==> config.mk <==
export PLATFORM = sky130hd
export DESIGN_NAME = lru_key_value_cache_top
export DESIGN_NICKNAME = d
export VERILOG_FILES = /design/src/hdl/lkv_pkg.sv /design/src/hdl/lru_key_value_cache_top.sv /design/src/hdl/lkv_cell.sv
export SDC_FILE = /design/constraint.sdc
export NUM_CORES = 1
export LEC_CHECK = 0
export ABC_AREA = 1
export BUFFER_PORTS_ARGS = -buffer_cell sky130_fd_sc_hd__buf_2
export CORE_UTILIZATION = 45
export CTS_CLUSTER_SIZE = 10
export DETAILED_ROUTE_END_ITERATION = 10
export PLACE_DENSITY = 0.68
export SYNTH_ARGS = -nofsm -noshare
export SYNTH_HDL_FRONTEND = slang
export SYNTH_SLANG_ARGS = --single-unit
==> constraint.sdc <==
create_clock -name clock -period 5.4 [get_ports clock]
set_clock_uncertainty 0.05 [all_clocks]
set_input_delay 1.08 -clock clock [delete_from_list [all_inputs] [get_ports clock]]
set_output_delay 1.08 -clock clock [all_outputs]
set_load 0.02 [all_outputs]
==> src/hdl/lkv_pkg.sv <==
// ----------------------------------------------------------------------------
// lkv_pkg
// Types, sizes and codes of the LRU key/value cache.
// ----------------------------------------------------------------------------
`default_nettype none

package lkv_pkg;

   // number of cells in the row
   localparam int ENTRIES = 8;

   localparam int IDX_W = (ENTRIES > 1) ? $clog2(ENTRIES) : 1;
   localparam int AGE_W = IDX_W;
   localparam int CNT_W = $clog2(ENTRIES + 1);

   localparam logic [AGE_W-1:0] AGE_MAX = AGE_W'(ENTRIES - 1);

   // operation codes
   localparam logic KIND_GET = 1'b0;
   localparam logic KIND_PUT = 1'b1;

   // configuration register map
   localparam int          CSR_ADDR_W      = 3;
   localparam logic        CSR_IDX_ACTIVE  = 1'b0;
   localparam logic [3:0]  ACTIVE_RESET    = 4'd8;

   // read result on a get miss
   localparam logic signed [31:0] MISS_VALUE = -32'sd1;

   typedef struct packed {
      logic               kind;
      logic [31:0]        key;
      logic signed [31:0] value;
   } req_type;

   typedef struct packed {
      logic               hit;
      logic signed [31:0] read_value;
   } rsp_type;

   // search token walking the cell row
   typedef struct packed {
      logic               valid;
      logic               found;
      logic [IDX_W-1:0]   slot;
      logic [AGE_W-1:0]   hit_age;
      logic signed [31:0] hit_value;
      logic               empty_found;
      logic [IDX_W-1:0]   empty_idx;
      logic [AGE_W-1:0]   max_age;
      logic [IDX_W-1:0]   max_idx;
   } tok_type;

   // update broadcast to every cell
   typedef struct packed {
      logic               en;
      logic               hit;
      logic               put;
      logic [IDX_W-1:0]   slot;
      logic [AGE_W-1:0]   bound;
      logic [31:0]        key;
      logic signed [31:0] value;
   } cmd_type;

endpackage

`default_nettype wire

==> src/hdl/lru_key_value_cache_top.sv <==
// ----------------------------------------------------------------------------
// lru_key_value_cache_top
// Fully associative key/value cache with least-recently-used replacement.
// ----------------------------------------------------------------------------
// Use:
//   req channel (valid/ready) carries one item: get (kind 0) or put (kind 1)
//   with key and value. rsp channel returns one item per request: hit flag
//   and read value (stored value on get hit, -1 on get miss, 0 on put).
//   csr port holds active_entries at address 0 (low 4 bits); 0 acts as 1,
//   values above ENTRIES act as ENTRIES.
// Timing:
//   A search token walks the row of ENTRIES cells, one cell per cycle; the
//   finished token is registered, then, unless a get misses, one update is
//   sent to all cells at once as the result goes to the output register.
//   One item is in flight at a time; the next is accepted while the previous
//   result still waits in the output register.
// Reset:
//   Synchronous. All entries become empty with age 0, active_entries
//   returns to 8, no result is pending.
// Stall:
//   While rsp_ready is low a finished result holds in the output register;
//   a following item completes its search and then waits before updating.
// ----------------------------------------------------------------------------
`default_nettype none

module lru_key_value_cache_top
   import lkv_pkg::*;
(
   input  wire logic                  clock,
   input  wire logic                  reset,
   input  wire logic                  req_valid,
   output logic                       req_ready,
   input  wire req_type               req_data,
   output logic                       rsp_valid,
   input  wire logic                  rsp_ready,
   output rsp_type                    rsp_data,
   input  wire logic                  csr_psel,
   input  wire logic                  csr_penable,
   input  wire logic                  csr_pwrite,
   input  wire logic [CSR_ADDR_W-1:0] csr_paddr,
   input  wire logic [31:0]           csr_pwdata,
   output logic [31:0]                csr_prdata,
   output logic                       csr_pready
);

   typedef enum logic [1:0] {
      ST_IDLE,
      ST_SEARCH,
      ST_APPLY
   } state_type;

   state_type        state_ff;
   logic [3:0]       active_ff;
   req_type          req_ff;
   logic             launch_ff;
   tok_type          final_ff;
   logic             rsp_valid_ff;
   rsp_type          rsp_ff;

   logic [CNT_W-1:0] used_n;
   logic             out_free;
   logic             accept;
   cmd_type          cmd;
   tok_type          tok_link [ENTRIES+1];
   rsp_type          rsp_in;

   // configuration register
   assign csr_pready = 1'b1;
   assign csr_prdata = (csr_paddr[2] == CSR_IDX_ACTIVE) ? {28'd0, active_ff} : 32'd0;

   always_ff @(posedge clock) begin
      if (reset) begin
         active_ff <= ACTIVE_RESET;
      end else if (csr_psel && csr_penable && csr_pwrite
                   && (csr_paddr[2] == CSR_IDX_ACTIVE)) begin
         active_ff <= csr_pwdata[3:0];
      end
   end

   // clamp the entry count to 1..ENTRIES
   always_comb begin
      priority if (active_ff == 4'd0) begin
         used_n = CNT_W'(1);
      end else if ({28'd0, active_ff} > 32'(ENTRIES)) begin
         used_n = CNT_W'(ENTRIES);
      end else begin
         used_n = CNT_W'(active_ff);
      end
   end

   assign req_ready = state_ff == ST_IDLE;
   assign accept    = req_valid && req_ready;
   assign out_free  = !rsp_valid_ff || rsp_ready;

   // seed the search token
   always_comb begin
      tok_link[0]             = '0;
      tok_link[0].valid       = launch_ff;
   end

   // row of cells
   for (genvar g = 0; g < ENTRIES; g++) begin : g_cell
      lkv_cell u_cell (
         .clock      (clock),
         .reset      (reset),
         .cell_idx   (IDX_W'(g)),
         .used_n     (used_n),
         .search_key (req_ff.key),
         .tok_i      (tok_link[g]),
         .tok_o      (tok_link[g+1]),
         .cmd        (cmd)
      );
   end

   // update command from the finished search
   always_comb begin
      cmd.en    = (state_ff == ST_APPLY) && out_free
                  && (final_ff.found || (req_ff.kind == KIND_PUT));
      cmd.hit   = final_ff.found;
      cmd.put   = req_ff.kind == KIND_PUT;
      cmd.slot  = final_ff.found ? final_ff.slot :
                  (final_ff.empty_found ? final_ff.empty_idx : final_ff.max_idx);
      cmd.bound = final_ff.hit_age;
      cmd.key   = req_ff.key;
      cmd.value = req_ff.value;
   end

   // result of the item
   always_comb begin
      rsp_in.hit = final_ff.found;
      priority if (req_ff.kind == KIND_PUT) begin
         rsp_in.read_value = 32'sd0;
      end else if (final_ff.found) begin
         rsp_in.read_value = final_ff.hit_value;
      end else begin
         rsp_in.read_value = MISS_VALUE;
      end
   end

   // sequencer: accept, wait for the token, apply and post the result
   always_ff @(posedge clock) begin
      if (reset) begin
         state_ff     <= ST_IDLE;
         launch_ff    <= 1'b0;
         rsp_valid_ff <= 1'b0;
      end else begin
         launch_ff <= accept;
         // drop a taken result unless a new one replaces it
         if (rsp_valid_ff && rsp_ready && !((state_ff == ST_APPLY) && out_free)) begin
            rsp_valid_ff <= 1'b0;
         end
         unique case (state_ff)
            ST_IDLE: begin
               if (accept) begin
                  req_ff    <= req_data;
                  state_ff  <= ST_SEARCH;
               end
            end
            ST_SEARCH: begin
               if (tok_link[ENTRIES].valid) begin
                  final_ff <= tok_link[ENTRIES];
                  state_ff <= ST_APPLY;
               end
            end
            ST_APPLY: begin
               if (out_free) begin
                  rsp_valid_ff <= 1'b1;
                  rsp_ff       <= rsp_in;
                  state_ff     <= ST_IDLE;
               end
            end
            default: begin
               state_ff <= ST_IDLE;
            end
         endcase
      end
   end

   assign rsp_valid = rsp_valid_ff;
   assign rsp_data  = rsp_ff;

endmodule

`default_nettype wire

==> src/hdl/lkv_cell.sv <==
// ----------------------------------------------------------------------------
// lkv_cell
// One cache entry: key, value, valid and age, plus one stage of the search
// token that walks the row of cells.
// ----------------------------------------------------------------------------
`default_nettype none

module lkv_cell
   import lkv_pkg::*;
(
   input  wire logic             clock,
   input  wire logic             reset,
   input  wire logic [IDX_W-1:0] cell_idx,
   input  wire logic [CNT_W-1:0] used_n,
   input  wire logic [31:0]      search_key,
   input  wire tok_type          tok_i,
   output tok_type               tok_o,
   input  wire cmd_type          cmd
);

   logic               valid_ff;
   logic [AGE_W-1:0]   age_ff;
   logic [31:0]        key_ff;
   logic signed [31:0] value_ff;
   tok_type            tok_ff;
   tok_type            tok_in;

   logic in_use;
   logic match;
   logic empty;
   logic older;
   logic is_slot;

   assign in_use  = CNT_W'(cell_idx) < used_n;
   assign match   = in_use && valid_ff && (key_ff == search_key) && !tok_i.found;
   assign empty   = in_use && !valid_ff && !tok_i.empty_found;
   assign older   = in_use && (age_ff > tok_i.max_age);
   assign is_slot = cmd.slot == cell_idx;

   // fold this entry into the passing token
   always_comb begin
      tok_in = tok_i;
      if (match) begin
         tok_in.found     = 1'b1;
         tok_in.slot      = cell_idx;
         tok_in.hit_age   = age_ff;
         tok_in.hit_value = value_ff;
      end
      if (empty) begin
         tok_in.empty_found = 1'b1;
         tok_in.empty_idx   = cell_idx;
      end
      if (older) begin
         tok_in.max_age = age_ff;
         tok_in.max_idx = cell_idx;
      end
   end

   // hand the token to the next cell
   always_ff @(posedge clock) begin
      if (reset) begin
         tok_ff.valid <= 1'b0;
      end else begin
         tok_ff.valid <= tok_i.valid;
      end
      tok_ff.found       <= tok_in.found;
      tok_ff.slot        <= tok_in.slot;
      tok_ff.hit_age     <= tok_in.hit_age;
      tok_ff.hit_value   <= tok_in.hit_value;
      tok_ff.empty_found <= tok_in.empty_found;
      tok_ff.empty_idx   <= tok_in.empty_idx;
      tok_ff.max_age     <= tok_in.max_age;
      tok_ff.max_idx     <= tok_in.max_idx;
   end

   assign tok_o = tok_ff;

   // apply the broadcast update: refresh the chosen entry, age the other valid ones (on a hit only the younger ones)
   always_ff @(posedge clock) begin
      if (reset) begin
         valid_ff <= 1'b0;
         age_ff   <= '0;
      end else if (cmd.en && in_use) begin
         if (is_slot) begin
            age_ff <= '0;
            if (!cmd.hit) begin
               valid_ff <= 1'b1;
            end
         end else if (valid_ff && (!cmd.hit || (age_ff < cmd.bound))
                      && (age_ff < AGE_MAX)) begin
            age_ff <= age_ff + 1'b1;
         end
      end
   end

   // payload of the entry
   always_ff @(posedge clock) begin
      if (cmd.en && in_use && is_slot) begin
         if (!cmd.hit) begin
            key_ff   <= cmd.key;
            value_ff <= cmd.value;
         end else if (cmd.put) begin
            value_ff <= cmd.value;
         end
      end
   end

endmodule

`default_nettype wire

==> impl_metrics.yaml <==
die:
  coreArea_um2: 89900
  io_pins: 175
  dieArea_um2: 91800
  die_h_um: 303
  die_x_um: 303
  start_util_pct: 45.4
  rows: 110
detailed_routing:
  num_vias: 26300
  ant_nets: 0
  drc: 1
  wl_per_cell_um: 18.3
  drt_wl_total_mm: 97.2
  drt-pass1-iter-count: 8
  drt_iter0_drc: 2239
  drt-vias-per-instance: 4.97
synthesis:
  yosysWarnings: 0
  async_flop_share_pct: 0
  ys_seq_area_share_pct: 68.7
  syn-cell-area_um2: 40800
  ys_ff_latch: 1072
  syn_avg_cell_area_um2: 10.6
  synth-edff-count: 656
  syn_inst: 3864
  synth-main-ff-cell: "edfxtp_1"
  yosysUniqueCellTypes: 41
clocking:
  h-tree-depth: 3
  clockBufferDepth: 3
  cts.sinks: 1072
  cts_root_buf: "clkbuf_16"
  hold_buffers: 0
  cts_resized: 0
  cts_buffers: 119
  path_clk_slew_ps: 60
  tritoncts: "built"
  clk_latency_ps: 720
  cts_setup_buffers: 0
status:
  status: "finished, violations left"
  violations: "design-rule violations"
job:
  max-cap-violations: 0
setup_path:
  cp-end-kind: "flip-flop"
  crit_chain: "inv_2, buf_4, or2_2, nand2_1, inv_1, nand3_1, nor2_4, buf_4"
  crit_arrival_ps: 4020
  crit_cells: 8
  max_stage_delay_ps: 590
  endpoint: "g_cell[7].u_cell.value_ff[14]"
  reg2reg_setup_slack_ps: 1710
  path_delay_family: "buffers and inverters"
  r2r-end: "g_cell[7].u_cell.value_ff[14]"
  critPathRequiredTime_ps: 5730
  cp-start-kind: "flip-flop"
  timing.rr.start: "cmd[71]"
  critPathKind: "reg -> reg"
  crit_path_frequent_cell: "buf_4"
  slowest_stage: "nor2_4"
  crit_path_max_fanout: 29
  rr_worst_depth: 8
  critPathBufInv: 4
  startpoint: "cmd[71]"
timing:
  worst_pin_slew_ps: 1160
  fin_crit_sh_pct: 68.3
  max_freq_mhz: 271
  hold_violations: 0
  period_minus_slack_ps: 3690
  setup_slack_ps: 1710
  setup-tns-final_ps: 0
  setup_viol: 0
  slew-limit-headroom_pct: 22.2
  slew_viol_final: 0
  rsz0062_at_grt: "no"
pwr:
  vdd_drop_max_mv: 0.302
  power_density_nw_per_um2: 354
  leakage_nw: 19.2
placement:
  dp_hpwl_mm: 61.7
  gp_congestion: 0.890
  portBuffers: 115
  dp_worst_setup_slack_ps: 1590
grt:
  antenna_found_initial: 1
  grt_max_degree: 39
  grt_util_all_layers_pct: 21.4
  grt_pass1_vias: 25100
  overflow: 0
  grt_first_pass_wirelength_mm: 147
finish:
  nNetsFinal: 4189
  fill_cells: 7787
  drive_above_1_share_pct: 9.57
  n_antenna_cell: 0
  area_delta_synth_final_pct: 13.2
min_path:
  min_path_type: "reg -> reg"
cell type report:
cell class                      count  area [um^2]  share of cell area [%]
Tap cell                         1176         1470                    3.19
Inverter                          454         1700                    3.69
Clock inverter                     12          213                   0.461
Multi-Input combinational cell   2207        10300                    22.4
Clock buffer                      200         3300                    7.15
Timing Repair Buffer              182         1100                    2.39
Sequential cell                  1072        28000                    60.7
where the power goes:
| part | total, mW | switching [mW] | leakage, nW | internal, mW |
|---|---|---|---|---|
| Clock | 7.32 | 3.14 | 1.67 | 4.19 |
| Sequential | 8.74 | 0.0607 | 9.27 | 8.68 |
| Combinational | 0.280 | 0.201 | 8.28 | 0.0791 |
registers in the layout, indices dropped and copies added, names as in the netlist:
| signal | flops |
|---|---|
| cmd | 69 |
| active_ff | 4 |
| rsp_valid | 1 |
| launch_ff | 1 |
| g_cell.u_cell.valid_ff | 8 |
| g_cell.u_cell.value_ff | 256 |
| g_cell.u_cell.age_ff | 24 |
| g_cell.u_cell.key_ff | 256 |
| g_cell.u_cell.tok_o | 376 |
| rsp_data | 33 |
| state_ff | 2 |
| final_ff | 42 |
per-stage QoR:
stage / hold WS, ps / power (mW) / util [%] / instance area [um^2] / std cells
2_1_floorplan: 336 / 9.05 / - / 40900 / 3891
3_3_place_gp: 336 / 9.19 / 47.5 / 42700 / 5091
3_5_place_dp: 339 / 9.19 / 47.5 / 42700 / 5091
4_1_cts: 337 / 16.5 / 51.4 / 46200 / 5303
5_1_grt: 345 / 16.8 / 51.4 / 46200 / 5303
6_report: 332 / 16.3 / 51.4 / 46200 / 5303
logic make-up after synthesis:
family                   synth area share [%]
AO/OA/AOI/OAI                            2.99
XOR/XNOR                                 1.42
adder cells (fa/ha/maj)                  1.41
buffers and inverters                    6.48
flip-flops                               68.7
other                                  0.0184
AND/OR/NAND/NOR                          19.0
synthesized netlist by cell type, types with 5 or more instances:
master / number / share of area [%]
nand3_1: 300 / 3.7
inv_2: 23 / 0.21
o21bai_1: 71 / 1.3
nor3_1: 43 / 0.53
buf_6: 11 / 0.30
dfxtp_1: 416 / 20
a21oi_1: 51 / 0.63
nor2_1: 283 / 2.6
nor2_2: 5 / 0.077
o21ai_0: 58 / 0.71
o22ai_1: 11 / 0.17
xnor2_1: 40 / 0.86
nand2_1: 1143 / 11
nand4_1: 49 / 0.75
buf_4: 50 / 0.92
or2_2: 22 / 0.34
nor2_4: 8 / 0.22
nand3_2: 6 / 0.15
xor2_1: 26 / 0.56
clkbuf_1: 34 / 0.31
buf_2: 58 / 0.71
ha_1: 46 / 1.4
edfxtp_1: 656 / 48
inv_1: 429 / 3.9
layer usage:
layer  up-vias  global-route usage, %  share of wire [%]
met3       207                   3.37                7.2
met2       889                   36.2                 49
met1     12400                   27.7                 41
met5         -                      0                  0
li1      12800                      -                  -
met4         0                   8.09                3.5
worst min path at each step:
stage	from	endpoint	depth (start not counted)
after floorplan	g_cell[7].u_cell.tok_o[42]	cmd[64]	0
after CTS	g_cell[2].u_cell.tok_o[14]	g_cell[3].u_cell.tok_o[14]	2
after detailed placement	g_cell[7].u_cell.tok_o[18]	final_ff[18]	0
final	g_cell[2].u_cell.tok_o[14]	g_cell[3].u_cell.tok_o[14]	2
after global routing	g_cell[4].u_cell.tok_o[48]	g_cell[5].u_cell.tok_o[48]	2
after global placement	g_cell[7].u_cell.tok_o[38]	final_ff[38]	0
cell usage in the layout, fill, tap and decap left out, drive strengths merged:
cell type / count
a211oi: 1
a21boi: 1
a21oi: 51
a22oi: 1
a31oi: 1
and3: 1
buf: 182
bufinv: 1
clkbuf: 200
clkinv: 11
conb: 29
dfxtp: 416
edfxtp: 656
ha: 46
inv: 454
nand2: 1144
nand3: 306
nand3b: 3
nand4: 49
nor2: 296
nor3: 43
o2111ai: 1
o211ai: 2
o21a: 1
o21ai: 59
o21bai: 71
o221ai: 1
o22ai: 11
or2: 23
xnor2: 40
xor2: 26
worst min-delay path, delay by kind of cell (launching register included):
kind | cells | cell delay [ps]
flip-flops | 1 | 300
AND/OR/NAND/NOR | 2 | 90
(Power assumes the default switching activity.)
